`config.mk`:
```
export PLATFORM = sky130hd
export DESIGN_NAME = dpie_front
export DESIGN_NICKNAME = d
export VERILOG_FILES = /design/src/rtl/dpie_pkg.sv /design/src/rtl/dpie_front.sv
export SDC_FILE = /design/constraint.sdc
export NUM_CORES = 1
export LEC_CHECK = 0
export BUFFER_PORTS_ARGS = -buffer_cell sky130_fd_sc_hd__buf_2
export CAP_MARGIN = 10
export CORE_MARGIN = 4
export CORE_UTILIZATION = 32
export DETAILED_ROUTE_END_ITERATION = 12
export PLACE_DENSITY = 0.85
export SYNTH_ARGS = -nofsm -noshare
export SYNTH_HDL_FRONTEND = slang
export SYNTH_SLANG_ARGS = --single-unit
export TNS_END_PERCENT = 30
```
`constraint.sdc`:
```
create_clock -name vclk -period 0.8
set_input_delay 0.04 -clock vclk [all_inputs]
set_output_delay 0.04 -clock vclk [all_outputs]
set_load 0.05 [all_outputs]
```
`src/rtl/dpie_pkg.sv`:
```
package dpie_pkg;

    localparam int NUM_REGS_DEF = 31;

    localparam int QUEUE_DEPTH = 2;
    localparam int QPTR_W      = 1;
    localparam int QCNT_W      = 2;

    localparam logic [4:0] ZERO_REG = 5'd31;

    localparam logic KIND_ARITH = 1'b0;
    localparam logic KIND_MOVE  = 1'b1;

    localparam logic [1:0] OPC_MOVN  = 2'd0;
    localparam logic [1:0] OPC_UNDEF = 2'd1;
    localparam logic [1:0] OPC_MOVZ  = 2'd2;
    localparam logic [1:0] OPC_MOVK  = 2'd3;

    localparam int OPC_SET_FLAGS_BIT = 0;
    localparam int OPC_SUB_BIT       = 1;

    localparam logic [63:0] LANE_MASK = 64'h0000_0000_0000_FFFF;
    localparam logic [63:0] MASK32    = 64'h0000_0000_FFFF_FFFF;

    localparam logic [3:0] FLAGS_RESET = 4'b0100;

    typedef enum logic [2:0] {
        OP_ADD,
        OP_SUB,
        OP_MOVN,
        OP_MOVZ,
        OP_MOVK,
        OP_NONE
    } op_t;

    typedef struct packed {
        op_t         op;
        logic        set_flags;
        logic        wide;
        logic [4:0]  read_reg;
        logic [4:0]  dest_reg;
        logic [1:0]  half_sel;
        logic [63:0] imm;
    } req_t;

    typedef struct packed {
        logic        write_enable;
        logic [4:0]  write_reg;
        logic [63:0] write_value;
        logic [3:0]  flags;
    } res_t;

endpackage

```
`src/rtl/dpie_front.sv`:
```
module dpie_front
(
    input  logic            kind,
    input  logic            wide,
    input  logic [1:0]      opc,
    input  logic            shift_twelve,
    input  logic [11:0]     imm_twelve,
    input  logic [4:0]      src_reg,
    input  logic [1:0]      half_sel,
    input  logic [15:0]     imm_sixteen,
    input  logic [4:0]      dest_reg,
    output dpie_pkg::req_t  req
);
    import dpie_pkg::*;

    always_comb
    begin
        req           = '0;
        req.wide      = wide;
        req.dest_reg  = dest_reg;
        req.half_sel  = half_sel;
        req.set_flags = 1'b0;
        if (kind == KIND_ARITH)
        begin
            req.read_reg  = src_reg;
            req.set_flags = opc[OPC_SET_FLAGS_BIT];
            req.op        = opc[OPC_SUB_BIT] ? OP_SUB : OP_ADD;
            req.imm       = shift_twelve ? {40'd0, imm_twelve, 12'd0} : {52'd0, imm_twelve};
        end
        else
        begin
            req.read_reg = dest_reg;
            req.imm      = {48'd0, imm_sixteen} << {half_sel, 4'b0000};
            unique case (opc)
                OPC_MOVN:  req.op = OP_MOVN;
                OPC_MOVZ:  req.op = OP_MOVZ;
                OPC_MOVK:  req.op = OP_MOVK;
                OPC_UNDEF: req.op = OP_NONE;
                default:   req.op = OP_NONE;
            endcase
            // drop lanes above the operation width
            if (!wide && half_sel[1])
            begin
                req.op = OP_NONE;
            end
        end
    end

endmodule

```
# == Yosys cells after proc, flatten, opt, wreduce, memory -nomap -nowiden ==
# Cells that the tools add are included.
# word_totals
n_memories,0
ram_bits,0
latch_bits,0
wordCells,15
reg_bits,0
romBits,0
# classes
n_eq_ne,3
shift,1
n_reduce_logical,3
n_mux,8
add_sub_neg,0
n_bitwise,0
order_cmp,0
multipliers,0
div_mod_pow,0
# ops
cell,n
2-to-1 mux 64 bit,1
left shift 16 x 6 -> 64 bit,1
2-to-1 mux 24 bit,1
case mux 3 bit (4 select lines),1
2-to-1 mux 3 bit,2
2-to-1 mux 5 bit,1
"equality test 2 bit, second input constant",2
"equality test 2 x 1 -> 1 bit, second input constant",1
logical NOT 2 bit,1
2-to-1 mux 1 bit,2
logical AND 1 bit,1
logical NOT 1 bit,1

# == Depth between registers and ports, before layout ==
# depth
ltp_word,4
ltp_mapped,4

# == Worst setup path after synthesis ==
# OpenSTA, ideal clock, no wires.
# synth_timing
path_type,input port to output port
start,input port opc[0]
end,output port req[80] (netlist bit)
stages,4
path_buffers,0
arrival_ns,1.564
path_slack_ns,-0.804
path_cell_list,inv_1 ha_1 o21bai_1 a21boi_0
# synth_lines
item,line_no,source
from (decl),dpie_front.sv:5,"input logic [1:0] opc,"
to (decl),dpie_front.sv:12,output dpie_pkg::req_t req

==> impl_metrics.py <==
metrics = {
    "power": {
        "clkPwrFrac": 0,
        "p_switching_uw": 1152,
        "switching_share": 0.6019,
        "power_leakage_uw": 0.001273,
        "internal_power_uw": 761.7,
        "comb_power_share": 1.000,
        "vdd.ir_drop.worst_v": 0.0007829,
        "p_seq_frac": 0,
        "power_density_nw_per_um2": 780.7,
    },
    "sta": {
        "slew_violations": 0,
        "fmax_mhz": 1108,
        "fin_crit_ps": 902.9,
        "fin_ws_ps": -102.9,
        "relSlewSlack": 0.8145,
        "hold_viol": 0,
        "post-route-period-util": 1.129,
        "setup_violations": 55,
        "fin_setup_tns_ps": -2878,
        "worst_pin_slew_ps": 280.1,
        "hold_slack_ps": 380.0,
        "rsz0062_at_grt": "yes",
    },
    "layout": {
        "nets": 296,
        "area_growth_pct": 174.4,
        "seq_cells": 0,
        "regArea_um2": 0,
        "final_core_util": 0.9547,
        "fill_cells": 64,
        "drive_gt1_frac": 0.8898,
        "clkbuf_count": 0,
        "final_cell_count_no_fill": 275,
        "antenna-diode-count": 0,
    },
    "critical_path": {
        "start_kind": "primary input",
        "path_buf_inv": 2,
        "crit_chain": "buf_12 > and3b_4 > and2_2 > buf_6",
        "cpMaxStageDelayCell": "and3b_4",
        "path_delay_family": "simple AND/OR/NAND/NOR gates",
        "criticalPathCategory": "primary input to output port",
        "cp_data_required_time_ps": 760,
        "cp-end-kind": "output port",
        "cp.arrival_ps": 860,
        "cp_max_fo": 8,
        "max_stage_delay_ps": 360,
    },
    "worst_hold_path": {
        "holdPathStages": 2,
        "hp-start": "wide",
        "hp-class": "primary input to output port",
        "min_delay_worst_endpoint": "req[76]",
    },
    "routing": {
        "ant_nets": 0,
        "wl_met2_mm": 3.851,
        "highest_layer": "met4",
        "drtIter0Drc": 191,
        "drt_pre_antenna_iters": 4,
        "drc": 0,
        "wl_met3_um": 717,
        "vias_per_cell": 6.356,
        "vias": 1748,
        "wl_per_cell_um": 27.09,
        "totalWireLength_mm": 7.451,
        "wl_met1_mm": 2.310,
    },
    "synth": {
        "synth.net_count": 161,
        "yosysSeqAreaShare": 0,
        "synth_common_cells": "a32o_1, and2_1, buf_4",
        "syn_inst": 112,
        "synth_cell_types": 23,
        "synthTopCellsByArea": "a32o_1, and2_1, buf_4, and2_4, mux2_2",
        "yosys.area.top_type": "a32o_1",
        "synth_area_um2": 893.4,
        "synth_top_area_share": 0.2689,
        "syn_area_per_cell_um2": 7.976,
        "synth_warnings": 0,
    },
    "die": {
        "die_h_um": 60.84,
        "die_area_um2": 3701,
        "initial_utilization": 0.3480,
        "io_pins": 126,
        "core_um2": 2567,
        "rows": 18,
        "die_w_um": 60.84,
    },
    "global_route": {
        "grt_first_pass_wirelength_mm": 8.714,
        "grt.total_usage": 0.3191,
        "grt_pass1_vias": 1685,
        "overflow": 0,
        "antenna_found_initial": 0,
        "grt_max_degree": 17,
    },
    "placed_design": {
        "dp.cells": 269,
        "hpwl_mm": 3.397,
        "place_congestion": 0.7773,
        "portBuffers": 126,
    },
    "run_status": {
        "status": "finished with violations",
        "violations": "setup timing",
    },
    "job": {
        "maxCapViolations": 0,
    },
    "cts": {
        "cts_setup_buffers": 0,
        "holdBufCountCts": 0,
    },
}
==> placed cells by master (no fill, tap or decap), types with 2 or more instances in the layout <==
| cell | synthesis | final |
|---|---|---|
| buf_6 | 3 | 51 |
| buf_2 | 3 | 48 |
| buf_8 | 0 | 24 |
| buf_4 | 12 | 20 |
| and2_4 | 8 | 16 |
| a32o_2 | 0 | 14 |
| and2_1 | 24 | 13 |
| a32o_1 | 24 | 10 |
| and2_2 | 5 | 8 |
| mux2_2 | 5 | 4 |
| ha_4 | 0 | 4 |
| buf_12 | 0 | 4 |
| nor2_4 | 1 | 3 |
| and3_4 | 1 | 3 |
| inv_4 | 0 | 2 |
| inv_1 | 5 | 2 |
| and3b_2 | 1 | 2 |
| nor2b_4 | 0 | 2 |
| nor2_2 | 0 | 2 |
==> what timing repair did <==
item	CTS	global route
endpoints found under the setup margin	72	64
cloned	5	1
gates resized for setup	198	36
pin swaps	28	12
==> kinds of logic after synthesis <==
kind of cell | synth area share
fa+ha+maj | 0.05602
compound gates | 0.3039
mux | 0.06302
buf+inv | 0.1765
simple gates | 0.4006
==> worst max path at each step <==
| stage | endpoint | slack (ps) | startpoint | cells after the start |
|---|---|---|---|---|
| finish | req[32] | -100 | half_sel[0] | 4 |
| global route | req[31] | -140 | half_sel[1] | 4 |
| CTS | req[33] | -60 | half_sel[0] | 4 |
| detailed placement | req[33] | -240 | half_sel[0] | 4 |
| global placement | req[36] | -240 | half_sel[0] | 4 |
| floorplan | req[80] | -170 | opc[0] | 4 |
==> per-layer routing <==
layer | vias to the layer above | track usage
li1 | 686 | -
met1 | 806 | 0.3409
met2 | 190 | 0.6122
met3 | 66 | 0.04681
met4 | 0 | 0.1362
met5 | - | 0
==> area by class of cell <==
| type | count | area (µm²) | share of cell area |
|---|---|---|---|
| repair buffers | 149 | 1458 | 0.5947 |
| inverters | 5 | 23.77 | 0.009699 |
| well taps | 30 | 37.54 | 0.01531 |
| multi-input cells | 91 | 932.1 | 0.3803 |
==> power groups by stage <==
stage	logic (µW)	clock network [µW]	registers, µW
after floorplan	990	0	0
after global placement	1370	0	0
after detailed placement	1380	0	0
after CTS	1750	0	0
after global routing	1960	0	0
final	1910	0	0
==> per-stage QoR <==
step / power [µW] / cell area [µm²] / setup slack, ps
after global placement: 1371 / 1630 / -242.6
after global routing: 1957 / 2451 / -135.8
after CTS: 1754 / 2327 / -58.08
after floorplan: 990.4 / 945.9 / -168.1
final: 1914 / 2451 / -102.9
after detailed placement: 1383 / 1630 / -243.3
Power figures use the tool's default switching activity.
