**src/rtl/dpie_pkg.sv**
```systemverilog
package dpie_pkg;

    localparam int NUM_REGS_DEF = 31;

    localparam int QUEUE_DEPTH = 2;
    localparam int QPTR_W      = 1;
    localparam int QCNT_W      = 2;

    localparam logic [4:0] ZERO_REG = 5'd31;

    localparam logic KIND_ARITH = 1'b0;
    localparam logic KIND_MOVE  = 1'b1;

    localparam logic [1:0] OPC_MOVN  = 2'd0;
    localparam logic [1:0] OPC_UNDEF = 2'd1;
    localparam logic [1:0] OPC_MOVZ  = 2'd2;
    localparam logic [1:0] OPC_MOVK  = 2'd3;

    localparam int OPC_SET_FLAGS_BIT = 0;
    localparam int OPC_SUB_BIT       = 1;

    localparam logic [63:0] LANE_MASK = 64'h0000_0000_0000_FFFF;
    localparam logic [63:0] MASK32    = 64'h0000_0000_FFFF_FFFF;

    localparam logic [3:0] FLAGS_RESET = 4'b0100;

    typedef enum logic [2:0] {
        OP_ADD,
        OP_SUB,
        OP_MOVN,
        OP_MOVZ,
        OP_MOVK,
        OP_NONE
    } op_t;

    typedef struct packed {
        op_t         op;
        logic        set_flags;
        logic        wide;
        logic [4:0]  read_reg;
        logic [4:0]  dest_reg;
        logic [1:0]  half_sel;
        logic [63:0] imm;
    } req_t;

    typedef struct packed {
        logic        write_enable;
        logic [4:0]  write_reg;
        logic [63:0] write_value;
        logic [3:0]  flags;
    } res_t;

endpackage

```
**src/rtl/dpie_queue.sv**
```systemverilog
module dpie_queue
#(
    parameter type T = logic
)
(
    input  logic clk,
    input  logic rst_n,
    input  logic push,
    input  T     wdata,
    output logic full,
    input  logic pop,
    output T     rdata,
    output logic empty
);
    import dpie_pkg::*;

    T                  entries_reg [QUEUE_DEPTH];
    logic [QPTR_W-1:0] wr_ptr_reg;
    logic [QPTR_W-1:0] wr_ptr_next;
    logic [QPTR_W-1:0] rd_ptr_reg;
    logic [QPTR_W-1:0] rd_ptr_next;
    logic [QCNT_W-1:0] count_reg;
    logic [QCNT_W-1:0] count_next;
    logic              do_push;
    logic              do_pop;

    function automatic logic [QPTR_W-1:0] ptr_advance(input logic [QPTR_W-1:0] p);
        ptr_advance = (p == QPTR_W'(QUEUE_DEPTH - 1)) ? '0 : p + 1'b1;
    endfunction

    assign full    = (count_reg == QCNT_W'(QUEUE_DEPTH));
    assign empty   = (count_reg == '0);
    assign do_push = push && !full;
    assign do_pop  = pop && !empty;
    assign rdata   = entries_reg[rd_ptr_reg];

    always_comb
    begin
        wr_ptr_next = do_push ? ptr_advance(wr_ptr_reg) : wr_ptr_reg;
        rd_ptr_next = do_pop ? ptr_advance(rd_ptr_reg) : rd_ptr_reg;
        case ({do_push, do_pop})
            2'b10:   count_next = count_reg + 1'b1;
            2'b01:   count_next = count_reg - 1'b1;
            default: count_next = count_reg;
        endcase
    end

    always_ff @(posedge clk or negedge rst_n)
    begin
        if (!rst_n)
        begin
            wr_ptr_reg <= '0;
            rd_ptr_reg <= '0;
            count_reg  <= '0;
        end
        else
        begin
            wr_ptr_reg <= wr_ptr_next;
            rd_ptr_reg <= rd_ptr_next;
            count_reg  <= count_next;
        end
    end

    always_ff @(posedge clk)
    begin
        if (do_push)
        begin
            entries_reg[wr_ptr_reg] <= wdata;
        end
    end

endmodule

```
**config.mk**
```make
export PLATFORM = sky130hd
export DESIGN_NAME = dpie_queue
export DESIGN_NICKNAME = d
export VERILOG_FILES = /design/src/rtl/dpie_pkg.sv /design/src/rtl/dpie_queue.sv
export SDC_FILE = /design/constraint.sdc
export NUM_CORES = 1
export LEC_CHECK = 0
export ABC_AREA = 1
export BUFFER_PORTS_ARGS = -buffer_cell sky130_fd_sc_hd__clkbuf_2
export CAP_MARGIN = 25
export CORE_AREA = 2 2 39 41
export CTS_CLUSTER_DIAMETER = 40
export DETAILED_ROUTE_END_ITERATION = 8
export DIE_AREA = 0 0 41 43
export GPL_ROUTABILITY_DRIVEN = 0
export GPL_TIMING_DRIVEN = 0
export RECOVER_POWER = 50
export SLEW_MARGIN = 20
export SYNTH_ARGS = -nofsm -noshare
export SYNTH_HDL_FRONTEND = slang
export SYNTH_SLANG_ARGS = --single-unit
```
**constraint.sdc**
```tcl
create_clock -name clk -period 1.25 [get_ports clk]
set_input_delay 0.0625 -clock clk [delete_from_list [all_inputs] [get_ports clk]]
set_output_delay 0.0625 -clock clk [all_outputs]
set_load 0.05 [all_outputs]
```
# After elaboration in Yosys (flattened, before gate mapping)
# Memories as Yosys holds them, arrays and structs flattened.
# Index checks and enable logic that the tools add are counted.
# totals
ff_bits,4
mem_bits_rw,2
inputBits,5
output_inout_bits,3
elab_cells,22
n_memories,1
# op_classes
addsub,4
n_eq_ne,3
n_mux,5
n_reduce_logical,6
# memory_table
memory,depth,width,read_ports,rd_ports_with_merged_regs,write_ports,line,source
entries_reg,2,1,1,0,1,dpie_queue.sv:17,T entries_reg [QUEUE_DEPTH];
# ops
op,n
$eq 2x2->1 const B,2
$mux 1,4
$pmux 2 s2,1
$add 1x1->1 const B,2
$add 2x1->2 const B,1
$eq 2x1->1 const B,1
$logic_and 1x1->1,2
$logic_not 1->1,2
$logic_not 2->1,1
$reduce_bool 2->1,1
$sub 2x1->2 const B,1

# Depth between registers and ports, before layout
# Gate-level depths: netlist (run 1).
# logic_depth
depth_word,5
mapped_depth,10
ltp_nobuf,10

# Worst setup path before layout (run 1)
# No wires, ideal clock.
# synth_timing
path_kind,register -> register
start,reg count_reg[0]
end,"mem entries_reg[0] (netlist bit), enable pin"
setup_time_ns,0.239
arrival_ns,1.119
t_required_ns,1.011
slack_ns,-0.108
stages_incl_launch_ff,5
n_path_buf,0
synth_period_minus_slack_ns,1.358
cell_sequence,dfrtp_1 -> nor2_2 -> inv_1 -> nand3_1 -> inv_1
# synth_between
elab_chain_cells,5
# synth_lines
item,line,source
"start, declared",dpie_queue.sv:22,logic [QCNT_W-1:0] count_reg;
"start signal, assigned",dpie_queue.sv:60,count_reg <= count_next;
$eq 2x2->1,dpie_queue.sv:31,assign full = (count_reg == QCNT_W'(QUEUE_DEPTH));
named net full,dpie_queue.sv:10,"output logic full,"
$logic_not 1->1,dpie_queue.sv:33,assign do_push = push && !full;
$logic_and 1x1->1,dpie_queue.sv:33,
$mux 1,dpie_queue.sv:66,if (do_push)
$mux 1 (implied by the code),dpie_queue.sv:68,entries_reg[wr_ptr_reg] <= wdata;
"end, declared",dpie_queue.sv:17,
# The timed path passes the listed nets, and every way through them passes these cells.

# Worst setup path after layout (run 1)
# layout_timing
start,reg count_reg[0]
end,reg count_reg[1]
# layout_between
elab_chain_cells,5
word_cells_on_any_way,12
cone_classes,add/sub (2); eq/ne (3); mux (1); reduce/logical (6)
# layout_lines
item,line,source
$logic_not 2->1 (*),dpie_queue.sv:32,assign empty = (count_reg == '0);
$logic_not 1->1 (*),dpie_queue.sv:34,assign do_pop = pop && !empty;
$logic_and 1x1->1 (*),dpie_queue.sv:34,
named net do_pop,dpie_queue.sv:25,logic do_pop;
$eq 2x1->1 / $eq 2x2->1 (equally long branches),dpie_queue.sv:41,"case ({do_push, do_pop})"
$pmux 2 s2 / $reduce_bool 2->1 (equally long branches),n/a,
# The timed path passes the listed nets; every way through them passes the cells marked *.
# A chain may end at the register's enable or synchronous reset.

==> flow_summary_export.csv, run 1 <==
group,metric,value,unit
cts,htreeDepth,1,
logic_synthesis,synth_area,312.8,µm²
final_layout,fin_nets,64,
floorplanning,core_area,0.001384,mm²
critical_path,crit_path_start_kind,"flop",
grt,antenna_found_initial,0,
logic_synthesis,synth.avg_cell_area,8.232,µm²
critical_path,reg2reg_slack,-0.01,ns
cts,clk_latency,0.25,ns
final_layout,area.growth.synth_to_final,56.80,%
placed_design,dp_hpwl,401.7,µm
floorplanning,start_util,0.2260,
critical_path,critical_path.startpoint,"count_reg[0]$_DFFE_PN0P_",
timing,timing.final.ws_setup,-0.01444,ns
routing,drt_iter0_markers,11,
logic_synthesis,synthDistinctLibCells,13,
hold_path,holdPathEnd,"rd_ptr_reg$_DFFE_PN0P_",
routing,antenna_left,0,
cts,cts_buffer_depth,2,
routing,wl_met2,348,µm
timing,hold_slack,0.08829,ns
cts,cts.clk_slew.worst_paths,0.05,ns
timing,tightestPinTransition,0.2739,ns
timing,min_period,1.264,ns
placed_design,place_area,386.6,µm²
floorplanning,die_w,41,µm
cts,cts_buffers,3,
placed_design,portBuffers,7,
critical_path,crit_path_max_fanout,4,
final_layout,nFillCells,147,
routing,vias,289,
logic_synthesis,synth-edff-count,2,
routing,wl,658,µm
final_layout,multi_input_area,145.1,µm²
routing,top_layer,"met4",
timing,relSlewSlack,0.8182,
routing,wl_met1,264,µm
routing,routedWlPerCell,9.014,µm
logic_synthesis,synth_fp_nets,44,
critical_path,crit_path_end_kind,"flop",
logic_synthesis,yosysSeqAreaShare,0.5120,
routing,drc,0,
hold_path,hold_depth,3,
grt,grt_pass1_vias,274,
power_and_ir_drop,power.density,2782,mW/mm²
cts,cts_sinks,6,
final_layout,drive_gt1_frac,0.4386,
run_status,violations,"negative setup slack",
timing,drv_slew,0,
cts,cts_tree,"yes",
timing,setup_violations,1,
critical_path,cp.required,1.39,ns
power_and_ir_drop,ir_drop,0.6018,mV
logic_synthesis,synthArstFlopShare,0.6667,
logic_synthesis,ys_warn_count,0,
logic_synthesis,postSynthCellCount,38,
logic_synthesis,synth_top_area_share,0.3200,
hold_path,min_from,"pop",
logic_synthesis,yosysTopAreaCell,"dfrtp_1",
power_and_ir_drop,cellLeakagePower,0.2538,nW
flow_run,max-cap-violations,0,
logic_synthesis,synth_seq_cells,6,
grt,overflow,0,
routing,viasPerCell,3.959,
timing,hold_viol,0,
final_layout,fin_area,490.5,µm²
logic_synthesis,yosys.cell_count.top_type,"nand2_1",
hold_path,min-delay-path-class,"primary input to flop",
floorplanning,ios,8,
final_layout,diodes,0,
timing,rsz0062_at_grt,"true",
floorplanning,placementRows,14,
logic_synthesis,synth-main-ff-cell,"dfrtp_1",
floorplanning,die_h,43,µm
logic_synthesis,synth_top_cells_by_area,"dfrtp_1 32%, edfxtp_1 19%, nand2_1 13%",
critical_path,crit_type,"flop to flop",
run_status,status,"finished with violations",
critical_path,r2r-start,"count_reg[0]$_DFFE_PN0P_",
routing,drt_first_pass_iters,4,
critical_path,r2r-end,"count_reg[1]$_DFFE_PN0P_",
grt,grt_pass1_wl,972,µm
critical_path,cp.arrival,1.40,ns
final_layout,seqCellArea,161.4,µm²
cts,clockRootBuffer,"clkbuf_4",
routing,wl_met3,30,µm
logic_synthesis,synth_commonest_cells,"11 x nand2_1, 9 x inv_1, 4 x dfrtp_1",
grt,grt_use_total,0.09284,
grt,grt_max_degree,5,
timing,fin_skew,0.001311,ns
critical_path,r2r_cells,8,
floorplanning,dieArea,0.001763,mm²
timing,min_period_over_period,1.012,
timing,max_freq,790.9,MHz
worst max path at each step:
stage / end / slack, ns / cells after the start
4_1_cts: count_reg[1]$_DFFE_PN0P_ / -0.002 / 9
5_1_grt: count_reg[1]$_DFFE_PN0P_ / -0.09 / 9
3_5_place_dp: count_reg[1]$_DFFE_PN0P_ / -0.04 / 9
3_3_place_gp: count_reg[1]$_DFFE_PN0P_ / -0.03 / 9
6_report: count_reg[1]$_DFFE_PN0P_ / -0.01 / 8
2_1_floorplan: count_reg[1]$_DFFE_PN0P_ / 0.03 / 6
logic make-up after synthesis:
| group | Yosys count | synth area share |
|---|---|---|
| and+or+nand+nor | 19 | 0.2720 |
| adders and majority gates | 1 | 0.03999 |
| xor gates and xnor gates | 1 | 0.02801 |
| buffers and inverters | 10 | 0.1200 |
| DFF | 6 | 0.5120 |
| AOI/OAI and AO/OA | 1 | 0.02801 |
layer usage:
| metal | vias to the layer above | track usage |
|---|---|---|
| met5 | - | 0 |
| met2 | 7 | 0.1438 |
| met3 | 2 | 0.03141 |
| met1 | 127 | 0.07190 |
| li1 | 153 | - |
| met4 | 0 | 0.1200 |
area by class of cell:
type                       count  share of cell area
multi-input combinational     22              0.2959
inverter                      10             0.07653
clock buffer                   4             0.05357
tap                           16             0.04082
sequential                     6              0.3291
timing repair buffer          15              0.2041
layout by cell type, fill, tap and decap left out:
cell and count:
nand2_2 2, inv_1 6, inv_2 4, nand2_1 11, dlygate4sd3_1 2, clkbuf_1 3, o21ai_4 1, nor2_4 1
buf_2 1, nand3_1 2, nand4_1 1, nand3_2 1, xnor2_1 1, nor2_1 1, clkbuf_4 4, buf_4 6
dfrtp_2 1, ha_4 1, clkbuf_2 3, dfrtp_1 3, edfxtp_1 2
power breakdown:
group	switching, mW	internal (mW)
sequential	0.0733	0.294
clock	0.0770	0.121
combinational	0.480	0.319
worst max-delay path, cell delays in order (launching register included):
cell and delay [ns]:
dfrtp_2 0.46, inv_2 0.08, nand2_2 0.06, nand2_2 0.08, inv_2 0.05, ha_4 0.26
inv_2 0.04, nand4_1 0.07, nand2_1 0.05
timing repair:
item                       CTS  global route
hold endpoints to repair     6             0
gates cloned                 0             0
setup buffers                4             2
setup endpoints to repair    1             3
hold buffers                 2             0
gates resized for setup      4             3
pin swaps                    2             1
through the flow:
stage                      TNS [ns]  utilization  power [mW]  setup WS [ns]  cells
final                      -0.01444       0.3544       1.365       -0.01444     73
after CTS                 -0.001742       0.3436       1.315      -0.001742     71
after floorplan                   0            -      0.8674        0.02824     38
after global placement     -0.03069       0.2794      0.9717       -0.03069     61
after global routing       -0.09336       0.3544       1.473       -0.08796     73
after detailed placement   -0.03679       0.2794      0.9775       -0.03679     61
(Power assumes the default switching activity.)
==> run 2: changes to the inputs <==
--- a/config.mk
+++ b/config.mk
@@ -5,7 +5,7 @@
 export SDC_FILE = /design/constraint.sdc
 export NUM_CORES = 1
 export LEC_CHECK = 0
-export ABC_AREA = 1
+export ABC_AREA = 0
 export BUFFER_PORTS_ARGS = -buffer_cell sky130_fd_sc_hd__clkbuf_2
 export CAP_MARGIN = 25
 export CORE_AREA = 2 2 39 41
==> run 2 against run 1 <==
- the run now ends clean
- die area unchanged
- register-to-register slack better by 0.03 ns
- area after synthesis fell by 14%
- clock skew about the same
==> flow_summary_export.csv, run 2 <==
group,metric,value,unit
run_status,status,"complete, no violations",
logic_synthesis,ys_warn_count,0,
placed_design,dp_hpwl,352.6,µm
final_layout,area.growth.synth_to_final,65.89,%
grt,grt_pass1_wl,821,µm
power_and_ir_drop,pwr-share-seq,0.293,
floorplanning,core_area,0.001384,mm²
logic_synthesis,synth-edff-count,2,
routing,drt_iter0_markers,0,
routing,viasPerCell,3.925,
timing,relSlewSlack,0.8183,
logic_synthesis,yosys.cell_count.top_type,"dfrtp_1",
floorplanning,dieArea,0.001763,mm²
critical_path,crit_chain,"nor2_4 -> nor2b_4 -> ha_4 -> xnor2_2 -> nor2_2 -> xor2_1",
power_and_ir_drop,ir_drop,1.071,mV
grt,overflow,0,
final_layout,diodes,0,
logic_synthesis,synth_top_area_share,0.3738,
critical_path,r2r-start,"count_reg[0]$_DFFE_PN0P_",
critical_path,crit_path_max_fanout,3,
grt,grt_use_total,0.07786,
placed_design,place_ws,-0.1971,ns
critical_path,crit_family,"flip-flops",
critical_path,cp.required,1.38,ns
timing,max_freq,807.9,MHz
logic_synthesis,yosysSeqAreaShare,0.5981,
critical_path,crit_path_start_kind,"flop",
power_and_ir_drop,clkPwrFrac,0.149,
hold_path,hold_depth,1,
critical_path,cp.arrival,1.36,ns
placed_design,place_area,347.8,µm²
logic_synthesis,synthArstFlopShare,0.6667,
power_and_ir_drop,switching_power,529.0,µW
critical_path,r2r-end,"count_reg[1]$_DFFE_PN0P_",
grt,grt_pass1_vias,196,
floorplanning,ios,8,
floorplanning,die_h,43,µm
logic_synthesis,synth_area,267.8,µm²
routing,routedWlPerCell,9.283,µm
timing,tightestPinTransition,0.2737,ns
timing,min_period_over_period,0.9902,
cts,clockRootBuffer,"clkbuf_4",
power_and_ir_drop,intPower,764.4,µW
power_and_ir_drop,fin_total_pwr,1.293,mW
final_layout,mostFrequentLayoutCells,"5 x buf_4, 4 x clkbuf_4, 3 x clkbuf_1, 3 x clkbuf_2",
critical_path,crit_path_end_kind,"flop",
logic_synthesis,synth.avg_cell_area,12.75,µm²
critical_path,slowest_delay,0.42,ns
cts,htreeDepth,1,
flow_run,max-cap-violations,0,
logic_synthesis,postSynthCellCount,21,
logic_synthesis,synth_seq_cells,6,
critical_path,r2r_cells,6,
logic_synthesis,synth_top_cells_by_area,"dfrtp_1 37%, edfxtp_1 22%, xnor2_1 9.8%",
routing,drt_first_pass_iters,1,
power_and_ir_drop,cellLeakagePower,0.2008,nW
routing,wl,492,µm
floorplanning,die_w,41,µm
cts,cts.clk_slew.worst_paths,0.05,ns
logic_synthesis,yosysTopAreaCell,"dfrtp_1",
timing,min_period,1.238,ns
timing,hold_slack,0.02861,ns
cts,clk_latency,0.24,ns
final_layout,drive_gt1_frac,0.5946,
placed_design,portBuffers,7,
grt,antenna_found_initial,0,
final_layout,mostFrequentLayoutCell,"buf_4",
floorplanning,placementRows,14,
routing,vias,208,
cts,cts_buffer_depth,2,
power_and_ir_drop,pwr-share-comb,0.558,
timing,setup_violations,0,
timing,rsz0062_at_grt,"true",
cts,cts_buffers,3,
power_and_ir_drop,switching_share,0.4090,
hold_path,holdPathEnd,"entries_reg[0]$_DFFE_PP_",
critical_path,reg2reg_slack,0.01,ns
logic_synthesis,synth_commonest_cells,"4 x dfrtp_1, 3 x nor2_1, 3 x xnor2_1",
hold_path,min_from,"wdata",
final_layout,fin_nets,44,
logic_synthesis,synth-main-ff-cell,"dfrtp_1",
cts,cts_sinks,6,
grt,grt_max_degree,5,
cts,cts_tree,"yes",
logic_synthesis,synth_fp_nets,27,
routing,antenna_left,0,
critical_path,worst-path-buf-inv,0,
timing,fin_skew,0.001008,ns
timing,timing.final.ws_setup,0.01223,ns
final_layout,fin_area,444.2,µm²
floorplanning,start_util,0.1935,
critical_path,slowest_stage,"dfrtp_2",
hold_path,min-delay-path-class,"primary input to flop",
logic_synthesis,synthDistinctLibCells,12,
power_and_ir_drop,power.density,2912,mW/mm²
critical_path,crit_type,"flop to flop",
timing,drv_slew,0,
timing,hold_viol,0,
routing,drc,0,
[run 2: changes by cell type in the layout (fill, tap and decap cells not counted), sizes merged, moves of 2 or more]
cell   before  now
buf         7    5
nand3       3    0
nand2      13    1
xor2        0    2
inv        10    1
xnor2       1    3
[run 2: cell type report]
cell class                 count  area (µm²)
inverter                       1       3.754
clock buffer                   4       26.28
timing repair buffer          12       77.57
multi-input combinational     14       153.9
tap                           16       20.02
fill                         149       939.7
sequential                     6       162.7
[run 2: how the worst max path moves through the flow]
stage / startpoint / end / slack (ns) / depth (start not counted)
2_1_floorplan: count_reg[0]$_DFFE_PN0P_ / count_reg[1]$_DFFE_PN0P_ / -0.20 / 6
5_1_grt: count_reg[1]$_DFFE_PN0P_ / count_reg[1]$_DFFE_PN0P_ / -0.04 / 6
3_3_place_gp: count_reg[0]$_DFFE_PN0P_ / count_reg[1]$_DFFE_PN0P_ / -0.19 / 6
3_5_place_dp: count_reg[0]$_DFFE_PN0P_ / count_reg[1]$_DFFE_PN0P_ / -0.20 / 6
6_report: count_reg[0]$_DFFE_PN0P_ / count_reg[1]$_DFFE_PN0P_ / 0.01 / 6
4_1_cts: count_reg[1]$_DFFE_PN0P_ / count_reg[1]$_DFFE_PN0P_ / -0.01 / 6
[run 2: power groups by stage]
stage	Combinational (mW)	Clock, mW	Sequential (mW)
5_1_grt	0.770	0.212	0.391
3_5_place_dp	0.525	0	0.385
2_1_floorplan	0.447	0	0.369
6_report	0.721	0.193	0.379
3_3_place_gp	0.519	0	0.384
4_1_cts	0.687	0.204	0.387
[run 2: layer usage]
layer	track usage	share of wire	vias up
met3	0.06283	0.091	0
li1	-	-	100
met2	0.1000	0.48	9
met1	0.07895	0.42	99
met4	0.06000	0	0
met5	0	0	-
[run 2: worst reg2reg max path: stages, from the launching register on]
cell and delay, ns:
dfrtp_2 0.42, nor2_4 0.14, nor2b_4 0.06, ha_4 0.16, xnor2_2 0.14, nor2_2 0.05, xor2_1 0.15
[run 2: repair_timing]
action,4_1_cts,5_1_grt
endpoints found under the setup margin,4,3
buffers inserted,3,1
resized for setup,8,3
hold endpoints to repair,4,0
pin swaps,5,1
hold buffers,1,0
[run 2: kinds of logic (layout without fill, tap and decap cells)]
| family | Yosys count | count (layout) | synth area share |
|---|---|---|---|
| AND/OR/NAND/NOR | 7 | 7 | 0.1355 |
| flip-flops | 6 | 6 | 0.5982 |
| XOR/XNOR | 5 | 5 | 0.1636 |
| adder cells (fa/ha/maj) | 1 | 1 | 0.04672 |
| multiplexers | 1 | 1 | 0.04205 |
| buffers and inverters | 1 | 17 | 0.01401 |
[run 2: per-stage QoR]
step           instances    util  setup TNS, ns
2_1_floorplan         21       -        -0.2589
3_3_place_gp          44  0.2514        -0.2302
5_1_grt               53  0.3210       -0.03520
4_1_cts               52  0.3156       -0.01015
6_report              53  0.3210              0
3_5_place_dp          44  0.2514        -0.2405
==> run 3: changes to the inputs <==
--- a/config.mk
+++ b/config.mk
@@ -15,6 +15,7 @@
 export GPL_ROUTABILITY_DRIVEN = 0
 export GPL_TIMING_DRIVEN = 0
 export RECOVER_POWER = 50
+export REMOVE_ABC_BUFFERS = 1
 export SLEW_MARGIN = 20
 export SYNTH_ARGS = -nofsm -noshare
 export SYNTH_HDL_FRONTEND = slang
==> run 3 against run 2 <==
- the flow now finishes with violations (negative setup slack)
- routed wire length up 6.1%
- sequential share of layout area down 1.6 points
- non-clock buffer count up 3
- hold slack better by 0.14 ns
- die area unchanged
- register-to-register slack worse by 0.02 ns
- first-iteration DRC count up 4
- clock-buffer cell count unchanged
- clock power about the same
- cell count up 5.7%
- sequential cell count unchanged
- combinational power up 5.3%
- critical endpoint unchanged
- largest power group unchanged
==> flow_summary_export.csv, run 3 (synthesis gave the netlist of run 2 again) <==
group,metric,value,unit
routing,routedWlPerCell,9.321,µm
grt,met2_usage,0.1125,
critical_path,crit_path_start_kind,"flop",
grt,grt_pass1_wl,793,µm
grt,use_met3,0.01571,
power_and_ir_drop,cellLeakagePower,0.2119,nW
grt,busiest_layer,"met4",
cts,cts_tree,"yes",
critical_path,crit_family,"flip-flops",
routing,viasPerCell,3.821,
critical_path,crit_path_end_kind,"flop",
timing,tightestPinTransition,0.2756,ns
cts,cts.clk_slew.worst_paths,0.05,ns
floorplanning,core_area,0.001384,mm²
timing,min_period_over_period,1.008,
timing,timing.final.ws_setup,-0.01024,ns
final_layout,final_util,0.3309,
timing,hold_viol,0,
routing,drt_iter0_markers,4,
critical_path,slowest_delay,0.41,ns
cts,clk_latency,0.25,ns
floorplanning,start_util,0.1935,
critical_path,worst-path-buf-inv,0,
power_and_ir_drop,power.density,2889,mW/mm²
critical_path,cp.required,1.38,ns
cts,cts_buffers,3,
power_and_ir_drop,fin_total_pwr,1.323,mW
final_layout,area.growth.synth_to_final,71.03,%
critical_path,crit_path_max_fanout,3,
placed_design,dp_hpwl,352.9,µm
routing,drt_first_pass_iters,2,
final_layout,mostFrequentLayoutCell,"buf_4",
grt,grt_use_total,0.07530,
hold_path,min-delay-path-class,"primary input to asynchronous set/reset pin",
timing,rsz0062_at_grt,"true",
grt,antenna_found_initial,0,
timing,fin_skew,0.0007446,ns
cts,cts_sinks,6,
cts,cts_buffer_depth,2,
final_layout,drive_gt1_frac,0.5500,
floorplanning,ios,8,
floorplanning,dieArea,0.001763,mm²
floorplanning,placementRows,14,
critical_path,slowest_stage,"dfrtp_1",
routing,drc,0,
run_status,status,"finished with violations",
timing,min_period,1.260,ns
run_status,violations,"negative setup slack",
grt,grt_pass1_vias,224,
timing,relSlewSlack,0.8170,
final_layout,fin_nets,47,
grt,use_met1,0.05788,
routing,antenna_left,0,
grt,grt_max_degree,5,
final_layout,diodes,0,
routing,vias,214,
floorplanning,die_w,41,µm
timing,setup_violations,1,
cts,clockRootBuffer,"clkbuf_4",
critical_path,cpMostUsedCell,"nor2_2",
critical_path,crit_chain,"nor2_2 -> nor2b_2 -> ha_4 -> xnor2_2 -> nor2_2 -> xor2_1",
power_and_ir_drop,ir_drop,0.4739,mV
timing,drv_slew,0,
placed_design,portBuffers,7,
grt,overflow,0,
flow_run,max-cap-violations,0,
timing,max_freq,793.5,MHz
cts,htreeDepth,1,
routing,wl,522,µm
critical_path,crit_type,"flop to flop",
final_layout,mostFrequentLayoutCells,"7 x buf_4, 4 x dfrtp_1, 3 x clkbuf_4, 3 x clkbuf_2",
critical_path,cp.arrival,1.39,ns
floorplanning,die_h,43,µm
==> run 3: area by class of cell <==
| type | instances | area (µm²) |
|---|---|---|
| fillers | 145 | 925.9 |
| flip-flops and latches | 6 | 160.2 |
| multi-input cells | 14 | 138.9 |
| repair buffers | 15 | 108.9 |
| clock buffers | 4 | 26.28 |
| well taps | 16 | 20.02 |
| inverters | 1 | 3.754 |
==> run 3: through the flow <==
step	instance area [µm²]	setup slack (ns)	std cells	setup TNS, ns	hold WS [ns]
5_1_grt	457.9	-0.06102	56	-0.06102	0.1782
2_1_floorplan	267.8	-0.6424	21	-1.449	-0.2331
4_1_cts	442.9	-0.01745	54	-0.01745	0.004416
3_5_place_dp	322.8	-0.1271	44	-0.1281	-0.1235
3_3_place_gp	322.8	-0.1214	44	-0.1256	-0.1247
6_report	457.9	-0.01024	56	-0.01024	0.1716
==> run 3: path summary, 6_finish.rpt <==
| kind | start | to | slack (ns) | cells after the start |
|---|---|---|---|---|
| worst max-delay path | count_reg[0]$_DFFE_PN0P_ | count_reg[1]$_DFFE_PN0P_ | -0.01 | 6 |
| worst min-delay path | rst_n | count_reg[1]$_DFFE_PN0P_ | 0.17 | 2 |
| worst max register to register | count_reg[0]$_DFFE_PN0P_ | count_reg[1]$_DFFE_PN0P_ | -0.01 | 6 |
| worst min register to register | wr_ptr_reg$_DFFE_PN0P_ | wr_ptr_reg$_DFFE_PN0P_ | 0.49 | 1 |
| max in group asynchronous | rst_n | wr_ptr_reg$_DFFE_PN0P_ | 0.89 | 2 |
| min in group clk | push | entries_reg[1]$_DFFE_PP_ | 0.19 | 2 |
==> run 3: layer usage <==
metal,up-vias,share of wire
met5,-,0
met4,0,0
met3,0,0.040
met2,5,0.58
met1,104,0.37
li1,105,-
==> run 3: timing repair <==
| action | 4_1_cts | 5_1_grt |
|---|---|---|
| endpoints found under the hold margin | 4 | 2 |
| pin swaps | 3 | 0 |
| setup buffers | 5 | 1 |
| endpoints found under the setup margin | 3 | 2 |
| hold buffers | 1 | 1 |
| gates resized for setup | 10 | 0 |
==> run 3: report_power, final <==
| group | switching, mW | internal, mW | total (mW) | leakage, nW |
|---|---|---|---|---|
| clock | 0.0750 | 0.121 | 0.196 | 0.0150 |
| combinational | 0.383 | 0.376 | 0.759 | 0.132 |
| sequential | 0.0727 | 0.295 | 0.368 | 0.0652 |
| total | 0.530 | 0.793 | 1.32 | 0.212 |
